[src/mpbe_pkg.sv]
package mpbe_pkg;

	localparam int CoordW  = 16;
	localparam int ReasonW = 5;
	localparam int MaskW   = 8;
	localparam int CfgIdxW = 3;
	localparam int CfgW    = 16;

	// Word widths on the stream ports, rounded up to whole bytes.
	localparam int InDataW  = 40;
	localparam int InUsedW  = 2 * CoordW + 2;
	localparam int OutDataW = 72;

	typedef enum logic [1:0] {
		ACT_MOVE   = 2'd0,
		ACT_BUTTON = 2'd1,
		ACT_STATUS = 2'd2,
		ACT_SETPOS = 2'd3
	} action_t;

	localparam logic [ReasonW-1:0] RSN_NONE       = 5'h00;
	localparam logic [ReasonW-1:0] RSN_MOVE       = 5'h01;
	localparam logic [ReasonW-1:0] RSN_LEFT_DOWN  = 5'h02;
	localparam logic [ReasonW-1:0] RSN_LEFT_UP    = 5'h04;
	localparam logic [ReasonW-1:0] RSN_RIGHT_DOWN = 5'h08;
	localparam logic [ReasonW-1:0] RSN_RIGHT_UP   = 5'h10;

	typedef enum logic [CfgIdxW-1:0] {
		CFG_MIN_X   = 3'd0,
		CFG_MAX_X   = 3'd1,
		CFG_MIN_Y   = 3'd2,
		CFG_MAX_Y   = 3'd3,
		CFG_MASK    = 3'd4,
		CFG_SEGMENT = 3'd5,
		CFG_OFFSET  = 3'd6
	} cfg_idx_t;

	// Packed so that coord_x lands in bit 0 of the word.
	typedef struct packed {
		logic              pressed;
		logic              is_left;
		logic [CoordW-1:0] coord_y;
		logic [CoordW-1:0] coord_x;
	} in_item_t;

	// Packed so that event_fire lands in bit 0 of the word.
	typedef struct packed {
		logic signed [CoordW-1:0] delta_y_out;
		logic signed [CoordW-1:0] delta_x_out;
		logic [CoordW-1:0]        pos_y_out;
		logic [CoordW-1:0]        pos_x_out;
		logic [1:0]               button_bits;
		logic [ReasonW-1:0]       event_reason;
		logic                     event_fire;
	} result_t;

	// Lower limit first, then upper, so crossed limits leave the upper one in force.
	function automatic logic [CoordW-1:0] clamp_axis(
		input logic [CoordW-1:0] v,
		input logic [CoordW-1:0] lo,
		input logic [CoordW-1:0] hi
	);
		logic [CoordW-1:0] t;
		t = v;
		if (lo != '0 && t < lo) t = lo;
		if (hi != '0 && t > hi) t = hi;
		return t;
	endfunction

endpackage

[src/mouse_position_button_event_unit.sv]
// Channel   Direction  Word layout (lowest bit first)
// s_*       in         tuser: action[1:0]; tdata: coord_x, coord_y, is_left, pressed, pad
// m_*       out        tdata: event_fire, event_reason, button_bits, pos_x_out,
//                             pos_y_out, delta_x_out, delta_y_out
// cfg_*     in         cfg_we, cfg_index (register 0..6), cfg_data
//
// One word per clock unless m_tready stalls the result register: a word is held in the
// input register and is then computed against the pointer state into the result
// register in a single step. m_tvalid rises when that step loads the result register.
// arst_n clears the pointer state, the limits, mask and handler, and both valid flags.
// A stall on m_tready holds the result register; the input register keeps taking a
// word as long as it can move forward, so the input side stalls only when both are full.
module mouse_position_button_event_unit (
	input  logic                             clk,
	input  logic                             arst_n,
	input  logic                             s_tvalid,
	output logic                             s_tready,
	// coord_x[15:0], coord_y[31:16], is_left[32], pressed[33], zero pad[39:34]
	input  logic [mpbe_pkg::InDataW-1:0]     s_tdata,
	// action[1:0]
	input  logic [1:0]                       s_tuser,
	output logic                             m_tvalid,
	input  logic                             m_tready,
	// event_fire[0], event_reason[5:1], button_bits[7:6], pos_x_out[23:8],
	// pos_y_out[39:24], delta_x_out[55:40], delta_y_out[71:56]
	output logic [mpbe_pkg::OutDataW-1:0]    m_tdata,
	input  logic                             cfg_we,
	input  logic [mpbe_pkg::CfgIdxW-1:0]     cfg_index,
	input  logic [mpbe_pkg::CfgW-1:0]        cfg_data
);

	localparam int W = mpbe_pkg::CoordW;

	logic [W-1:0] min_x_q, max_x_q, min_y_q, max_y_q;
	logic [W-1:0] seg_q, ofs_q;
	logic [mpbe_pkg::MaskW-1:0] mask_q;

	logic [W-1:0]        pos_x_q, pos_y_q;
	logic signed [W-1:0] mot_x_q, mot_y_q;
	logic                left_q, right_q;

	logic                valid_s1;
	mpbe_pkg::in_item_t  item_s1;
	mpbe_pkg::action_t   action_s1;

	logic                out_valid_q;
	mpbe_pkg::result_t   out_q;

	logic                advance;
	mpbe_pkg::result_t   res;
	logic [W-1:0]        nx, ny;
	logic signed [W-1:0] mx, my;
	logic                nleft, nright;
	logic [mpbe_pkg::ReasonW-1:0] reason;
	logic                has_handler;

	assign advance  = valid_s1 && (!out_valid_q || m_tready);
	assign s_tready = !valid_s1 || advance;
	assign m_tvalid = out_valid_q;
	assign m_tdata  = out_q;

	always_ff @(posedge clk or negedge arst_n) begin
		if (!arst_n) begin
			min_x_q <= '0;
			max_x_q <= '0;
			min_y_q <= '0;
			max_y_q <= '0;
			mask_q  <= '0;
			seg_q   <= '0;
			ofs_q   <= '0;
		end else if (cfg_we) begin
			case (cfg_index)
				mpbe_pkg::CFG_MIN_X:   min_x_q <= cfg_data;
				mpbe_pkg::CFG_MAX_X:   max_x_q <= cfg_data;
				mpbe_pkg::CFG_MIN_Y:   min_y_q <= cfg_data;
				mpbe_pkg::CFG_MAX_Y:   max_y_q <= cfg_data;
				mpbe_pkg::CFG_MASK:    mask_q  <= cfg_data[mpbe_pkg::MaskW-1:0];
				mpbe_pkg::CFG_SEGMENT: seg_q   <= cfg_data;
				mpbe_pkg::CFG_OFFSET:  ofs_q   <= cfg_data;
				default: ;
			endcase
		end
	end

	// Input register.
	always_ff @(posedge clk or negedge arst_n) begin
		if (!arst_n) begin
			valid_s1 <= 1'b0;
		end else if (s_tready) begin
			valid_s1 <= s_tvalid;
		end
	end

	always_ff @(posedge clk) begin
		if (s_tvalid && s_tready) begin
			item_s1   <= s_tdata[mpbe_pkg::InUsedW-1:0];
			action_s1 <= mpbe_pkg::action_t'(s_tuser);
		end
	end

	always_comb begin
		nx     = pos_x_q;
		ny     = pos_y_q;
		mx     = mot_x_q;
		my     = mot_y_q;
		nleft  = left_q;
		nright = right_q;
		reason = mpbe_pkg::RSN_NONE;
		case (action_s1)
			mpbe_pkg::ACT_MOVE: begin
				nx     = mpbe_pkg::clamp_axis(item_s1.coord_x, min_x_q, max_x_q);
				ny     = mpbe_pkg::clamp_axis(item_s1.coord_y, min_y_q, max_y_q);
				mx     = nx - pos_x_q;
				my     = ny - pos_y_q;
				reason = mpbe_pkg::RSN_MOVE;
			end
			mpbe_pkg::ACT_BUTTON: begin
				if (item_s1.is_left) begin
					nleft  = item_s1.pressed;
					reason = item_s1.pressed ? mpbe_pkg::RSN_LEFT_DOWN
					                         : mpbe_pkg::RSN_LEFT_UP;
				end else begin
					nright = item_s1.pressed;
					reason = item_s1.pressed ? mpbe_pkg::RSN_RIGHT_DOWN
					                         : mpbe_pkg::RSN_RIGHT_UP;
				end
			end
			mpbe_pkg::ACT_SETPOS: begin
				nx = item_s1.coord_x;
				ny = item_s1.coord_y;
			end
			default: ;
		endcase

		has_handler = (seg_q != '0) || (ofs_q != '0);

		res.event_fire   = (reason != mpbe_pkg::RSN_NONE) && has_handler &&
		                   ((mask_q[mpbe_pkg::ReasonW-1:0] & reason) == reason);
		res.event_reason = reason;
		res.button_bits  = {nright, nleft};
		res.pos_x_out    = nx;
		res.pos_y_out    = ny;
		res.delta_x_out  = mx;
		res.delta_y_out  = my;
	end

	// Pointer state commits together with the result register.
	always_ff @(posedge clk or negedge arst_n) begin
		if (!arst_n) begin
			pos_x_q <= '0;
			pos_y_q <= '0;
			mot_x_q <= '0;
			mot_y_q <= '0;
			left_q  <= 1'b0;
			right_q <= 1'b0;
		end else if (advance) begin
			pos_x_q <= nx;
			pos_y_q <= ny;
			mot_x_q <= mx;
			mot_y_q <= my;
			left_q  <= nleft;
			right_q <= nright;
		end
	end

	always_ff @(posedge clk or negedge arst_n) begin
		if (!arst_n) begin
			out_valid_q <= 1'b0;
		end else if (advance) begin
			out_valid_q <= 1'b1;
		end else if (m_tready) begin
			out_valid_q <= 1'b0;
		end
	end

	always_ff @(posedge clk) begin
		if (advance) begin
			out_q <= res;
		end
	end

	a_fire_needs_reason: assert property (@(posedge clk) disable iff (!arst_n)
		out_valid_q && out_q.event_fire |-> out_q.event_reason != mpbe_pkg::RSN_NONE)
		else $error("event raised without a reason");

	a_reason_single: assert property (@(posedge clk) disable iff (!arst_n)
		out_valid_q |-> $onehot0(out_q.event_reason))
		else $error("more than one reason bit set");

	a_state_matches_result: assert property (@(posedge clk) disable iff (!arst_n)
		advance |=> out_q.pos_x_out == pos_x_q && out_q.pos_y_out == pos_y_q &&
		            out_q.button_bits == {right_q, left_q})
		else $error("result does not match committed pointer state");

	a_s1_holds: assert property (@(posedge clk) disable iff (!arst_n)
		valid_s1 && !advance |=> valid_s1 && $stable(item_s1))
		else $error("input register lost a word while blocked");

endmodule

[config.mk]
export PLATFORM = sky130hd
export DESIGN_NAME = mouse_position_button_event_unit
export DESIGN_NICKNAME = d
export VERILOG_FILES = /design/src/mpbe_pkg.sv /design/src/mouse_position_button_event_unit.sv
export SDC_FILE = /design/constraint.sdc
export NUM_CORES = 1
export LEC_CHECK = 0
export BUFFER_PORTS_ARGS = -buffer_cell sky130_fd_sc_hd__clkbuf_2
export CORE_UTILIZATION = 60
export CTS_CLUSTER_SIZE = 30
export DETAILED_ROUTE_END_ITERATION = 12
export GPL_TIMING_DRIVEN = 0
export PLACE_DENSITY = 0.93
export REMOVE_ABC_BUFFERS = 1
export SLEW_MARGIN = 10
export SYNTH_ARGS = -nofsm -noshare
export SYNTH_HDL_FRONTEND = slang
export SYNTH_SLANG_ARGS = --single-unit
[constraint.sdc]
create_clock -name clk -period 7.6 [get_ports clk]
set_clock_uncertainty 0.1 [all_clocks]
set_input_delay 1.52 -clock clk [delete_from_list [all_inputs] [get_ports clk]]
set_output_delay 1.52 -clock clk [all_outputs]
set_load 0.02 [all_outputs]
== Word-level counts from Yosys, hierarchy flattened ==
Cells that the tools add are included.
Storage, ports and cells
  output and inout bits: 74
  bits of input ports: 66
  logic and storage cells: 95
  register bits: 277
Cells by class
  bitwise gates (word level): 1
  magnitude comparators: 4
  reductions and logical operators: 30
  mux-type cells: 22
  eq/ne operators: 9
  add/sub/neg operators: 2
Operators by type and width (count)
  $mux 16: 10
  $reduce_bool 16->1: 6
  $pmux 16 s2: 2
  $gt 16x16->1: 2
  $lt 16x16->1: 2
  $sub 16x16->16: 2
  $reduce_and 2->1: 7
  $mux 5: 2
  $pmux 5 s2: 1
  $eq 3x3->1 const B: 3
  $logic_and 1x1->1: 8
  $eq 3x2->1 const B: 2
  $mux 1: 6
  $and 5x5->5: 1
  $eq 5x5->1: 1
  $reduce_bool 5->1: 1
  $eq 3x1->1 const B: 1
  $logic_not 3->1: 1
  $logic_or 1x1->1: 3
  $mux 3: 1
  $eq 2x1->1 const B: 1
  $eq 2x2->1 const B: 1
  $logic_not 1->1: 2
  $logic_not 2->1: 1
  $reduce_bool 2->1: 1

== Logic depth before layout (Yosys ltp) ==
Gate-level depths: netlist of run 1.
  depth after elaboration: 10
  gate-level depth with buffers: 27
  depth with buffers taken out: 25

== Worst setup path after synthesis of run 1 ==
Ideal clock, no wire load.
  path type: reg2reg
  from: reg item_s1[31] (netlist name)
  to: reg out_q, in the netlist m_tdata[70] (data pin)
  setup time: 0.268 ns
  cell stages (with the launch flop): 27
  period minus slack after synthesis: 6.482 ns
  required time: 7.232 ns
  path slack: 1.118 ns
  arrival: 6.114 ns
  path buffers: 2
  path through: edfxtp_1 > ha_1 > nand3_1 > or4_1 > or4_4 > nand3_2 > buf_6 > mux2_4 > ha_1 > a211o_1 > o211ai_1 > a21oi_1 > o31ai_2 > buf_2 > nor2_1 > a21oi_1 > inv_1 > ha_1 > fa_1 > nor2b_1 > o21ai_0 > a21oi_1 > o211ai_1 > a211o_1 > a21boi_0 > or4_1 > nand4_1
On the way
  longest elaborated chain between the ends: 10
RTL lines
  start: declaration: line mouse_position_button_event_unit.sv:43  | mpbe_pkg::in_item_t item_s1;
  start signal: assignment: line mouse_position_button_event_unit.sv:96  | item_s1 <= s_tdata[mpbe_pkg::InUsedW-1:0];
  $lt 16x16->1: line mpbe_pkg.sv:65  | if (lo != '0 && t < lo) t = lo;
  $logic_and 1x1->1: line mpbe_pkg.sv:65
  $mux 16 *: line mpbe_pkg.sv:65
  $mux 16 *: line mouse_position_button_event_unit.sv:109  | case (action_s1)
  $gt 16x16->1: line mpbe_pkg.sv:66  | if (hi != '0 && t > hi) t = hi;
  $logic_and 1x1->1: line mpbe_pkg.sv:66
  $mux 16 *: line mpbe_pkg.sv:66
  $mux 16 *: line mouse_position_button_event_unit.sv:109
  $sub 16x16->16 *: line mouse_position_button_event_unit.sv:114  | my = ny - pos_y_q;
  $mux 16 *: line mouse_position_button_event_unit.sv:109
  via my[14]: line mouse_position_button_event_unit.sv:52  | logic signed [W-1:0] mx, my;
  end signal: assignment: line mouse_position_button_event_unit.sv:178  | out_q <= res;
  end: declaration: line mouse_position_button_event_unit.sv:47  | mpbe_pkg::result_t out_q;
The timed path passes the listed nets; every way through them passes the cells marked *. The select of a mux whose other input is x is not followed.
A chain may end at the register's enable or synchronous reset.

== Worst setup path in the final report of run 1 ==
  from: reg item_s1[30] (netlist name)
  to: reg out_q, in the netlist m_tdata[70] (data pin)
Same word-level chain as after synthesis.

==> flow_summary.html, run 1 <==
<table>
<tr><th>Metric</th><th>Value</th></tr>
<tr><th colspan="2">Yosys</th></tr>
<tr><td>FF+latch count, synth</td><td>277</td></tr>
<tr><td>Post-Synthesis Cell Area</td><td>0.0147 sq mm</td></tr>
<tr><td>Synth top area cells</td><td>sky130_fd_sc_hd__dfrtp_1 (29%), sky130_fd_sc_hd__edfxtp_1 (22%), sky130_fd_sc_hd__mux2_2 (12%)</td></tr>
<tr><td>Count of flip-flops with a built-in enable after synthesis</td><td>108</td></tr>
<tr><td>Library cells used by synthesis</td><td>66</td></tr>
<tr><td>Top cell type by total area after synthesis</td><td>sky130_fd_sc_hd__dfrtp_1</td></tr>
<tr><td>Instance count of the mapped netlist</td><td>1300</td></tr>
<tr><td>Most common cell in the synthesized netlist</td><td>sky130_fd_sc_hd__dfrtp_1</td></tr>
<tr><td>Fraction of post-synthesis cell area in the top cell type by area</td><td>28.7%</td></tr>
<tr><td>Synth warn</td><td>0</td></tr>
<tr><td>Leading post-synthesis cells by instance count</td><td>sky130_fd_sc_hd__dfrtp_1 (169), sky130_fd_sc_hd__mux2_2 (151), sky130_fd_sc_hd__nand2_1 (134)</td></tr>
<tr><td>Share of async-settable or async-resettable flops after synthesis</td><td>61.0%</td></tr>
<tr><td>Primary flip-flop cell chosen by synthesis mapping</td><td>sky130_fd_sc_hd__dfrtp_1</td></tr>
<tr><td>Fraction of the yosys area taken by sequential cells</td><td>50.8%</td></tr>
<tr><td>Mean instance size in the synthesized netlist</td><td>approximately 11 sq um</td></tr>
<tr><th colspan="2">Power</th></tr>
<tr><td>Reported leakage power</td><td>7.54 nW</td></tr>
<tr><td>Worst ir drop on vdd</td><td>between 200 and 300 uV</td></tr>
<tr><td>Pwr per Cell Area</td><td>380 mW/mm^2</td></tr>
<tr><th colspan="2">Cells and area</th></tr>
<tr><td>Share of layout cells above drive strength 1</td><td>25.9%</td></tr>
<tr><td>Net count reported at finish</td><td>roughly 1600</td></tr>
<tr><td>Non-filler cells, final</td><td>between 1500 and 2000</td></tr>
<tr><td>Non-Filler Cell Area, Final</td><td>0.0169 sq mm</td></tr>
<tr><td>Final core occ</td><td>between 70% and 80%</td></tr>
<tr><td>Syn-to-layout area delta</td><td>15.1%</td></tr>
<tr><td>Diodes inserted</td><td>0</td></tr>
<tr><th colspan="2">Floorplan</th></tr>
<tr><td>Io pins</td><td>140</td></tr>
<tr><td>Row Count</td><td>56</td></tr>
<tr><td>Floorplan die height</td><td>159 um</td></tr>
<tr><td>Die width</td><td>159 um</td></tr>
<tr><td>Starting Density</td><td>between 60% and 70%</td></tr>
<tr><td>Die area</td><td>0.0252 sq mm</td></tr>
<tr><td>Standard cell core area</td><td>0.0238 sq mm</td></tr>
<tr><th colspan="2">Timing</th></tr>
<tr><td>Maximum clock frequency</td><td>140 MHz</td></tr>
<tr><td>Hold violation count in the final report</td><td>0</td></tr>
<tr><td># setup viols final</td><td>0</td></tr>
<tr><td>Final cycle utilization of the critical path</td><td>between 90% and 100%</td></tr>
<tr><td>Relative slew slack</td><td>11.9%</td></tr>
<tr><td>Slew Viols, Final</td><td>0</td></tr>
<tr><td>Sum of negative setup slack</td><td>0 ns</td></tr>
<tr><td>Worst Max-Slew Pin Slew</td><td>1.32 ns</td></tr>
<tr><td>RSZ-0062 raised after global routing</td><td>false</td></tr>
<tr><td>Minimum period implied by the final worst setup slack</td><td>slightly above 7 ns</td></tr>
<tr><th colspan="2">Global routing</th></tr>
<tr><td>Pin count of the biggest net entering global routing</td><td>93</td></tr>
<tr><td>Overall Global Routing Usage</td><td>29.7%</td></tr>
<tr><td>Via count of the first global-routing pass</td><td>11122</td></tr>
<tr><td>Residual overflow from global routing</td><td>0</td></tr>
<tr><td>Global-route wire length before repair</td><td>57400 um</td></tr>
<tr><td>Initial antenna violation count</td><td>0</td></tr>
<tr><th colspan="2">Worst setup path</th></tr>
<tr><td>Cell at the slowest stage of the critical path</td><td>sky130_fd_sc_hd__or4_1</td></tr>
<tr><td>Bufs and invs on worst path</td><td>2</td></tr>
<tr><td>Flop-to-flop setup slack</td><td>0.43 ns</td></tr>
<tr><td>Nature of the critical path endpoint</td><td>flop</td></tr>
<tr><td>Top cell family by delay on the critical path</td><td>compound AO/OA/AOI/OAI gates</td></tr>
<tr><td>Start-to-end type of the worst setup path</td><td>reg -&gt; reg</td></tr>
<tr><td>Worst reg2reg path startpoint</td><td>item_s1[30]</td></tr>
<tr><td>Biggest fanout along the worst timing path</td><td>15</td></tr>
<tr><td>Number of cells on the worst reg-to-reg path</td><td>25</td></tr>
<tr><td>Endpoint arrival time on the critical path</td><td>approximately 7.4 ns</td></tr>
<tr><td>Largest stage delay on the critical path</td><td>0.59 ns</td></tr>
<tr><td>Worst Setup Start Kind</td><td>flop</td></tr>
<tr><td>Endpoint of the worst register-to-register path</td><td>m_tdata[70]</td></tr>
<tr><td>Critical path required time</td><td>7.78 ns</td></tr>
<tr><th colspan="2">Clock network</th></tr>
<tr><td>Buffers from clock root to sink, at most</td><td>3</td></tr>
<tr><td>Clock transition at the registers of the reported paths</td><td>0.06 ns</td></tr>
<tr><td>Buffer cell driving the clock tree root</td><td>sky130_fd_sc_hd__clkbuf_16</td></tr>
<tr><td>Worst skew pair latency</td><td>between 0.5 and 0.6 ns</td></tr>
<tr><td>CTS tree</td><td>done</td></tr>
<tr><td>Sink count of the clock tree</td><td>around 280</td></tr>
<tr><td>Number of buffers added by the clock tree synthesis step</td><td>29</td></tr>
<tr><td>Number of H-tree branching levels</td><td>1</td></tr>
<tr><th colspan="2">Detailed routing</th></tr>
<tr><td>First DRT Iteration DRCs</td><td>~1200</td></tr>
<tr><td>First-pass DRT Iterations</td><td>5</td></tr>
<tr><td>Vias per std cell</td><td>6.19</td></tr>
<tr><td>DRC viols</td><td>0</td></tr>
<tr><td>Vias</td><td>10987</td></tr>
<tr><td>Routed WL per cell</td><td>20.5 um</td></tr>
<tr><td>Total Wirelength</td><td>36300 um</td></tr>
<tr><td>Antenna-violating nets left</td><td>0</td></tr>
<tr><th colspan="2">Hold path</th></tr>
<tr><td>Hold path endpoint</td><td>mot_y_q[13]</td></tr>
<tr><td>Hold Path Origin</td><td>mot_y_q[13]</td></tr>
<tr><td>Worst hold path stage count</td><td>2</td></tr>
<tr><td>Type of the worst min-delay path</td><td>reg -&gt; reg</td></tr>
<tr><th colspan="2">Placement</th></tr>
<tr><td>Post-placement cell area</td><td>0.0159 sq mm</td></tr>
<tr><td>Placed wire-length estimate after detailed placement</td><td>25400 um</td></tr>
<tr><td>Last weighted congestion value of the routability-driven placer</td><td>0.922</td></tr>
<tr><td>Count of input and output buffers</td><td>133</td></tr>
<tr><td>Placed cell count</td><td>1717</td></tr>
<tr><th colspan="2">Run status</th></tr>
<tr><td>Outcome</td><td>completed</td></tr>
<tr><th colspan="2">Flow run</th></tr>
<tr><td>Number of max-capacitance violations reported</td><td>0</td></tr>
</table>
-- flip-flops by register name (all words and copies together) (netlist names) --
name,flops
m_tdata,72
item_s1,34
max_x_q,16
max_y_q,16
min_x_q,16
min_y_q,16
mot_x_q,16
mot_y_q,16
ofs_q,16
pos_x_q,16
pos_y_q,16
seg_q,16
mask_q,5
action_s1,2
left_q,1
m_tvalid,1
right_q,1
valid_s1,1
-- cell type report --
type	instances	area (sq um)
sequential	277	7470
clock inverter	16	164
clock buffer	38	865
inverter	113	427
tap	319	399
multi-input combinational	863	6700
fill	1541	6810
timing repair buffer	150	910
-- per-layer routing --
layer | wire length, um | GRT usage [%] | vias up
met2 | 17700 | 50.1 | 501
met1 | 14600 | 38.1 | 5376
li1 | - | - | 4991
met5 | 0 | 0 | -
met4 | 1490 | 13.2 | 0
met3 | 2590 | 4.25 | 119
-- kinds of logic (layout without fill, tap and decap cells) --
| kind of cell | Yosys count | after routing | synth area share (%) |
|---|---|---|---|
| flip-flops | 277 | 277 | 50.8 |
| adder cells (fa/ha/maj) | 97 | 97 | 8.35 |
| AND/OR/NAND/NOR | 302 | 302 | 9.69 |
| XOR/XNOR | 16 | 16 | 0.952 |
| AO/OA/AOI/OAI | 259 | 259 | 11.6 |
| buffers and inverters | 160 | 317 | 4.16 |
| multiplexers | 189 | 189 | 14.5 |
-- timing repair --
| action | 4_1_cts | 5_1_grt |
|---|---|---|
| resized for setup | 0 | 1 |
| hold buffers | 0 | 0 |
| setup buffers | 0 | 5 |
| endpoints found under the setup margin | 0 | 8 |
-- cell usage in the layout (no fill, tap or decap), drive strengths merged, types with 16 or more instances in the layout --
cell and count:
clkbuf 171, dfrtp 169, mux2 169, nand2 134, inv 114, edfxtp 108, ha 95, o21ai 77
a21oi 54, nor2 53, nor4 26, mux2i 20, o21a 18, nor3 17, buf 17, a22oi 16
-- per-stage QoR --
step	hold slack [ns]	total power [mW]	setup WS, ns
finish	0.370	6.44	0.433
global placement	0.354	4.65	-0.923
CTS	0.375	6.38	0.0360
floorplan	0.342	4.14	0.734
detailed placement	0.359	4.84	0.0985
global route	0.397	6.82	0.163
-- power breakdown --
| part | total (mW) | internal (mW) | leakage (nW) | switching (mW) |
|---|---|---|---|---|
| sequential | 2.21 | 1.98 | 3.10 | 0.229 |
| combinational | 2.73 | 1.18 | 3.93 | 1.54 |
| clock | 1.50 | 0.903 | 0.502 | 0.600 |
| total | 6.44 | 4.07 | 7.54 | 2.37 |
-- worst reg2reg max path: stages, from the launching register on --
cell,delay [ns]
sky130_fd_sc_hd__edfxtp_1,0.51
sky130_fd_sc_hd__ha_1,0.37
sky130_fd_sc_hd__nand3_1,0.12
sky130_fd_sc_hd__or4_1,0.59
sky130_fd_sc_hd__or4_4,0.48
sky130_fd_sc_hd__nand3_2,0.35
sky130_fd_sc_hd__mux2_2,0.41
sky130_fd_sc_hd__ha_1,0.31
sky130_fd_sc_hd__a41o_1,0.24
sky130_fd_sc_hd__a21oi_1,0.12
sky130_fd_sc_hd__o21ai_0,0.19
sky130_fd_sc_hd__o31ai_4,0.20
sky130_fd_sc_hd__buf_4,0.20
sky130_fd_sc_hd__nor2_1,0.05
sky130_fd_sc_hd__a21oi_1,0.22
sky130_fd_sc_hd__inv_1,0.08
sky130_fd_sc_hd__ha_1,0.22
sky130_fd_sc_hd__fa_1,0.42
sky130_fd_sc_hd__nor2b_1,0.16
sky130_fd_sc_hd__o21ai_0,0.12
sky130_fd_sc_hd__a21oi_1,0.27
sky130_fd_sc_hd__o211ai_1,0.17
sky130_fd_sc_hd__a211o_1,0.32
sky130_fd_sc_hd__a21boi_0,0.41
sky130_fd_sc_hd__or4_1,0.19
sky130_fd_sc_hd__nand4_1,0.09
-- worst max path at each step --
stage / startpoint / slack (ns) / depth (start not counted) / endpoint
2_1_floorplan: item_s1[7] / 0.73 / 21 / m_tdata[55]
3_3_place_gp: item_s1[7] / -0.92 / 21 / m_tdata[55]
3_5_place_dp: item_s1[30] / 0.1 / 24 / m_tdata[70]
4_1_cts: item_s1[30] / 0.04 / 24 / m_tdata[70]
5_1_grt: item_s1[30] / 0.16 / 25 / m_tdata[70]
6_report: item_s1[30] / 0.43 / 25 / m_tdata[70]
No activity file was read; power rests on OpenSTA's default activity.
==> inputs of run 2 (changes only) <==
PLACE_DENSITY = not set   (was 0.93)
PLACE_DENSITY_LB_ADDON = 0.2   (was not set)
RECOVER_POWER = 25   (was not set)
clock period = 8 ns   (was 7.6 ns; I/O delays follow)
==> flow_summary.html, run 2 (synthesis results as in run 1) <==
<table>
<tr><th>Metric</th><th>Value</th></tr>
<tr><th colspan="2">Cells and area</th></tr>
<tr><td>Most frequent cells in the layout</td><td>sky130_fd_sc_hd__dfrtp_1 (169), sky130_fd_sc_hd__mux2_2 (151), sky130_fd_sc_hd__nand2_1 (134), sky130_fd_sc_hd__clkbuf_2 (127), sky130_fd_sc_hd__inv_1 (112)</td></tr>
<tr><td>Syn-to-layout area delta</td><td>15.0% (about the same)</td></tr>
<tr><td>Net count reported at finish</td><td>1592 (-0.31%)</td></tr>
<tr><td>Share of layout cells above drive strength 1</td><td>25.3% (-0.55 points)</td></tr>
<tr><td>Most frequent standard cell in the layout excluding fill and tap cells</td><td>sky130_fd_sc_hd__dfrtp_1</td></tr>
<tr><td>Number of flip-flops in the largest register</td><td>72 (unchanged)</td></tr>
<tr><td>Final core occ</td><td>71.3% (about the same)</td></tr>
<tr><td>Non-filler cells, final</td><td>1772 (-0.23%)</td></tr>
<tr><td>Diodes inserted</td><td>0 (unchanged)</td></tr>
<tr><th colspan="2">Timing</th></tr>
<tr><td>Worst hold margin</td><td>0.375 ns (+0.00494 ns)</td></tr>
<tr><td>Slew Viols, Final</td><td>150 (+150)</td></tr>
<tr><td># setup viols final</td><td>0 (unchanged)</td></tr>
<tr><td>Final cycle utilization of the critical path</td><td>95.3% (+1.0 points)</td></tr>
<tr><td>Minimum period implied by the final worst setup slack</td><td>7.62 ns (+0.458 ns)</td></tr>
<tr><td>RSZ-0062 raised after global routing</td><td>false</td></tr>
<tr><td>Hold violation count in the final report</td><td>0 (unchanged)</td></tr>
<tr><td>Relative slew slack</td><td>-266% (-280 points)</td></tr>
<tr><td>Worst Max-Slew Pin Slew</td><td>5.48 ns (+4.17 ns)</td></tr>
<tr><td>Maximum clock frequency</td><td>131 MHz (-6.0%)</td></tr>
<tr><th colspan="2">Detailed routing</th></tr>
<tr><td>Vias per std cell</td><td>5.95 (-3.8%)</td></tr>
<tr><td>Total Wirelength</td><td>34900 um (-3.9%)</td></tr>
<tr><td>First-pass DRT Iterations</td><td>6 (+1)</td></tr>
<tr><td>First DRT Iteration DRCs</td><td>679 (-41%)</td></tr>
<tr><td>Routed WL per cell</td><td>19.7 um (-3.7%)</td></tr>
<tr><td>Antenna-violating nets left</td><td>0 (unchanged)</td></tr>
<tr><td>Vias</td><td>10542 (-4.1%)</td></tr>
<tr><td>DRC viols</td><td>0 (unchanged)</td></tr>
<tr><th colspan="2">Worst setup path</th></tr>
<tr><td>Worst Setup Start Kind</td><td>flop</td></tr>
<tr><td>Nature of the critical path endpoint</td><td>flop</td></tr>
<tr><td>Critical Path Source</td><td>item_s1[30]</td></tr>
<tr><td>Critical path required time</td><td>8.19 ns (+0.41 ns)</td></tr>
<tr><td>Endpoint arrival time on the critical path</td><td>7.82 ns (+0.47 ns)</td></tr>
<tr><td>Worst reg2reg path startpoint</td><td>item_s1[30]</td></tr>
<tr><td>Biggest fanout along the worst timing path</td><td>17 (+2)</td></tr>
<tr><td>Start-to-end type of the worst setup path</td><td>reg -&gt; reg</td></tr>
<tr><th colspan="2">Floorplan</th></tr>
<tr><td>Standard cell core area</td><td>0.0238 sq mm (unchanged)</td></tr>
<tr><td>Floorplan die height</td><td>159 um (unchanged)</td></tr>
<tr><td>Starting Density</td><td>62.0% (unchanged)</td></tr>
<tr><td>Row Count</td><td>56 (unchanged)</td></tr>
<tr><td>Die width</td><td>159 um (unchanged)</td></tr>
<tr><td>Io pins</td><td>140 (unchanged)</td></tr>
<tr><td>Die area</td><td>0.0252 sq mm (unchanged)</td></tr>
<tr><th colspan="2">Power</th></tr>
<tr><td>Worst ir drop on vdd</td><td>232 uV (-16%)</td></tr>
<tr><td>Cell internal pwr</td><td>3.92 mW (-3.8%)</td></tr>
<tr><td>Logic gate share of total power</td><td>41.2% (-1.1 points)</td></tr>
<tr><td>Sw Ratio</td><td>36.2% (-0.61 points)</td></tr>
<tr><td>Switch Pwr</td><td>2.23 mW (-6.2%)</td></tr>
<tr><td>Reported leakage power</td><td>7.53 nW (-0.10%)</td></tr>
<tr><td>Pwr per Cell Area</td><td>363 mW/mm^2 (-4.6%)</td></tr>
<tr><td>Part of the total power dissipated in sequential elements</td><td>34.0% (-0.3 points)</td></tr>
<tr><td>Clock share of power</td><td>24.8% (+1.5 points)</td></tr>
<tr><td>Tot Pwr</td><td>6.14 mW (-4.7%)</td></tr>
<tr><th colspan="2">Placement</th></tr>
<tr><td>Placed wire-length estimate after detailed placement</td><td>24600 um (-3.0%)</td></tr>
<tr><td>Count of input and output buffers</td><td>133 (unchanged)</td></tr>
<tr><td>Placed cell count</td><td>1716 (-0.058%)</td></tr>
<tr><td>Last weighted congestion value of the routability-driven placer</td><td>0.919 (-0.35%)</td></tr>
<tr><th colspan="2">Global routing</th></tr>
<tr><td>Pin count of the biggest net entering global routing</td><td>96 (+3.2%)</td></tr>
<tr><td>Overall Global Routing Usage</td><td>28.7% (-0.98 points)</td></tr>
<tr><td>Initial antenna violation count</td><td>0 (unchanged)</td></tr>
<tr><td>Layer carrying the most global-route usage</td><td>met2</td></tr>
<tr><td>Fraction of met3 tracks used by global routing</td><td>4.14% (-0.11 points)</td></tr>
<tr><td>Residual overflow from global routing</td><td>0 (unchanged)</td></tr>
<tr><td>Routing usage on met1</td><td>41.8% (+3.6 points)</td></tr>
<tr><td>Met2 capacity usage during global routing</td><td>44.6% (-5.6 points)</td></tr>
<tr><td>Global-route wire length before repair</td><td>55200 um (-3.9%)</td></tr>
<tr><td>Via count of the first global-routing pass</td><td>10382 (-6.7%)</td></tr>
<tr><th colspan="2">Clock network</th></tr>
<tr><td>Number of buffers added by the clock tree synthesis step</td><td>30 (+3.4%)</td></tr>
<tr><td>Hold bufs inserted after CTS</td><td>0 (unchanged)</td></tr>
<tr><td>Worst skew pair latency</td><td>0.56 ns (about the same)</td></tr>
<tr><td>Buffer cell driving the clock tree root</td><td>sky130_fd_sc_hd__clkbuf_16</td></tr>
<tr><td>Clock transition at the registers of the reported paths</td><td>0.06 ns (about the same)</td></tr>
<tr><td>Sink count of the clock tree</td><td>277 (unchanged)</td></tr>
<tr><td>Post-CTS Setup Bufs</td><td>0 (unchanged)</td></tr>
<tr><td>CTS tree</td><td>done</td></tr>
<tr><td>Count of cells resized by post-cts repair</td><td>0 (unchanged)</td></tr>
<tr><td>Number of H-tree branching levels</td><td>1 (unchanged)</td></tr>
<tr><td>Buffers from clock root to sink, at most</td><td>3 (unchanged)</td></tr>
<tr><th colspan="2">Run status</th></tr>
<tr><td>Outcome</td><td>finished with violations</td></tr>
<tr><td>Violated checks</td><td>max-capacitance violations, max-slew violations</td></tr>
<tr><th colspan="2">Hold path</th></tr>
<tr><td>Hold Path Origin</td><td>mot_y_q[13]</td></tr>
<tr><td>Type of the worst min-delay path</td><td>reg -&gt; reg</td></tr>
<tr><th colspan="2">Flow run</th></tr>
<tr><td>Number of max-capacitance violations reported</td><td>2 (+2)</td></tr>
</table>
-- run 2: cell types whose count changed in the layout (fill, tap and decap cells not counted), moves of 2 or more --
cell	change
sky130_fd_sc_hd__buf_4	-6
sky130_fd_sc_hd__clkbuf_2	-5
sky130_fd_sc_hd__clkbuf_1	+4
sky130_fd_sc_hd__clkbuf_16	+2
sky130_fd_sc_hd__inv_4	+2
-- run 2: area by class of cell --
cell class              instances  area [sq um]
flip-flops and latches        277          7470
fillers                      1714          6820
multi-input cells             863          6680
clock buffers                  37           903
repair buffers                144           833
inverters                     113           427
well taps                     319           399
clock inverters                19           216
-- run 2: critical path, stage by stage (launching register included) --
cell and delay (ns):
sky130_fd_sc_hd__edfxtp_1 0.50, sky130_fd_sc_hd__ha_1 0.36, sky130_fd_sc_hd__nand3_1 0.11, sky130_fd_sc_hd__or4_1 0.56, sky130_fd_sc_hd__or4_4 0.46, sky130_fd_sc_hd__nand3_2 0.36, sky130_fd_sc_hd__mux2_2 0.41, sky130_fd_sc_hd__ha_1 0.31
sky130_fd_sc_hd__a41o_1 0.24, sky130_fd_sc_hd__a21oi_1 0.14, sky130_fd_sc_hd__o21ai_0 0.19, sky130_fd_sc_hd__o31ai_4 0.84, sky130_fd_sc_hd__mux2_2 0.46, sky130_fd_sc_hd__ha_1 0.29, sky130_fd_sc_hd__nor2b_1 0.13, sky130_fd_sc_hd__o21a_1 0.19
sky130_fd_sc_hd__o21ai_0 0.41, sky130_fd_sc_hd__a211oi_1 0.23, sky130_fd_sc_hd__o21ai_0 0.42, sky130_fd_sc_hd__o21ai_0 0.19, sky130_fd_sc_hd__xnor2_1 0.18, sky130_fd_sc_hd__mux2_2 0.28
-- run 2: metrics by stage --
stage	area (sq um)	TNS, ns	setup WS [ns]
floorplan	14500	0	1.13
global placement	15600	-4.78	-0.703
detailed placement	15900	0	0.560
CTS	17000	0	0.512
global route	16900	0	0.0645
finish	16900	0	0.376
-- run 2: per-layer routing --
layer	up-vias	share of wire (%)	wire length [um]
met5	-	0	0
met1	5124	46	16100
met2	374	44	15500
met4	0	2.8	962
met3	56	6.9	2400
li1	4988	-	-
-- run 2: power groups by stage --
stage          clock (mW)  sequential (mW)  combinational (mW)
4_1_cts              1.54             2.08                2.51
5_1_grt              1.60             2.13                2.81
2_1_floorplan           0             2.17                1.76
3_5_place_dp            0             2.11                2.48
3_3_place_gp            0             2.10                2.38
6_report             1.52             2.09                2.53
-- run 2: path summary, 6_finish.rpt --
kind,to,slack [ns],depth (start not counted)
max,m_tdata[71],0.38,21
min,mot_y_q[13],0.37,2
max reg2reg,m_tdata[71],0.38,21
min reg2reg,mot_y_q[13],0.37,2
max in group asynchronous,pos_x_q[13],1.80,1
min in group asynchronous,left_q,2.96,1
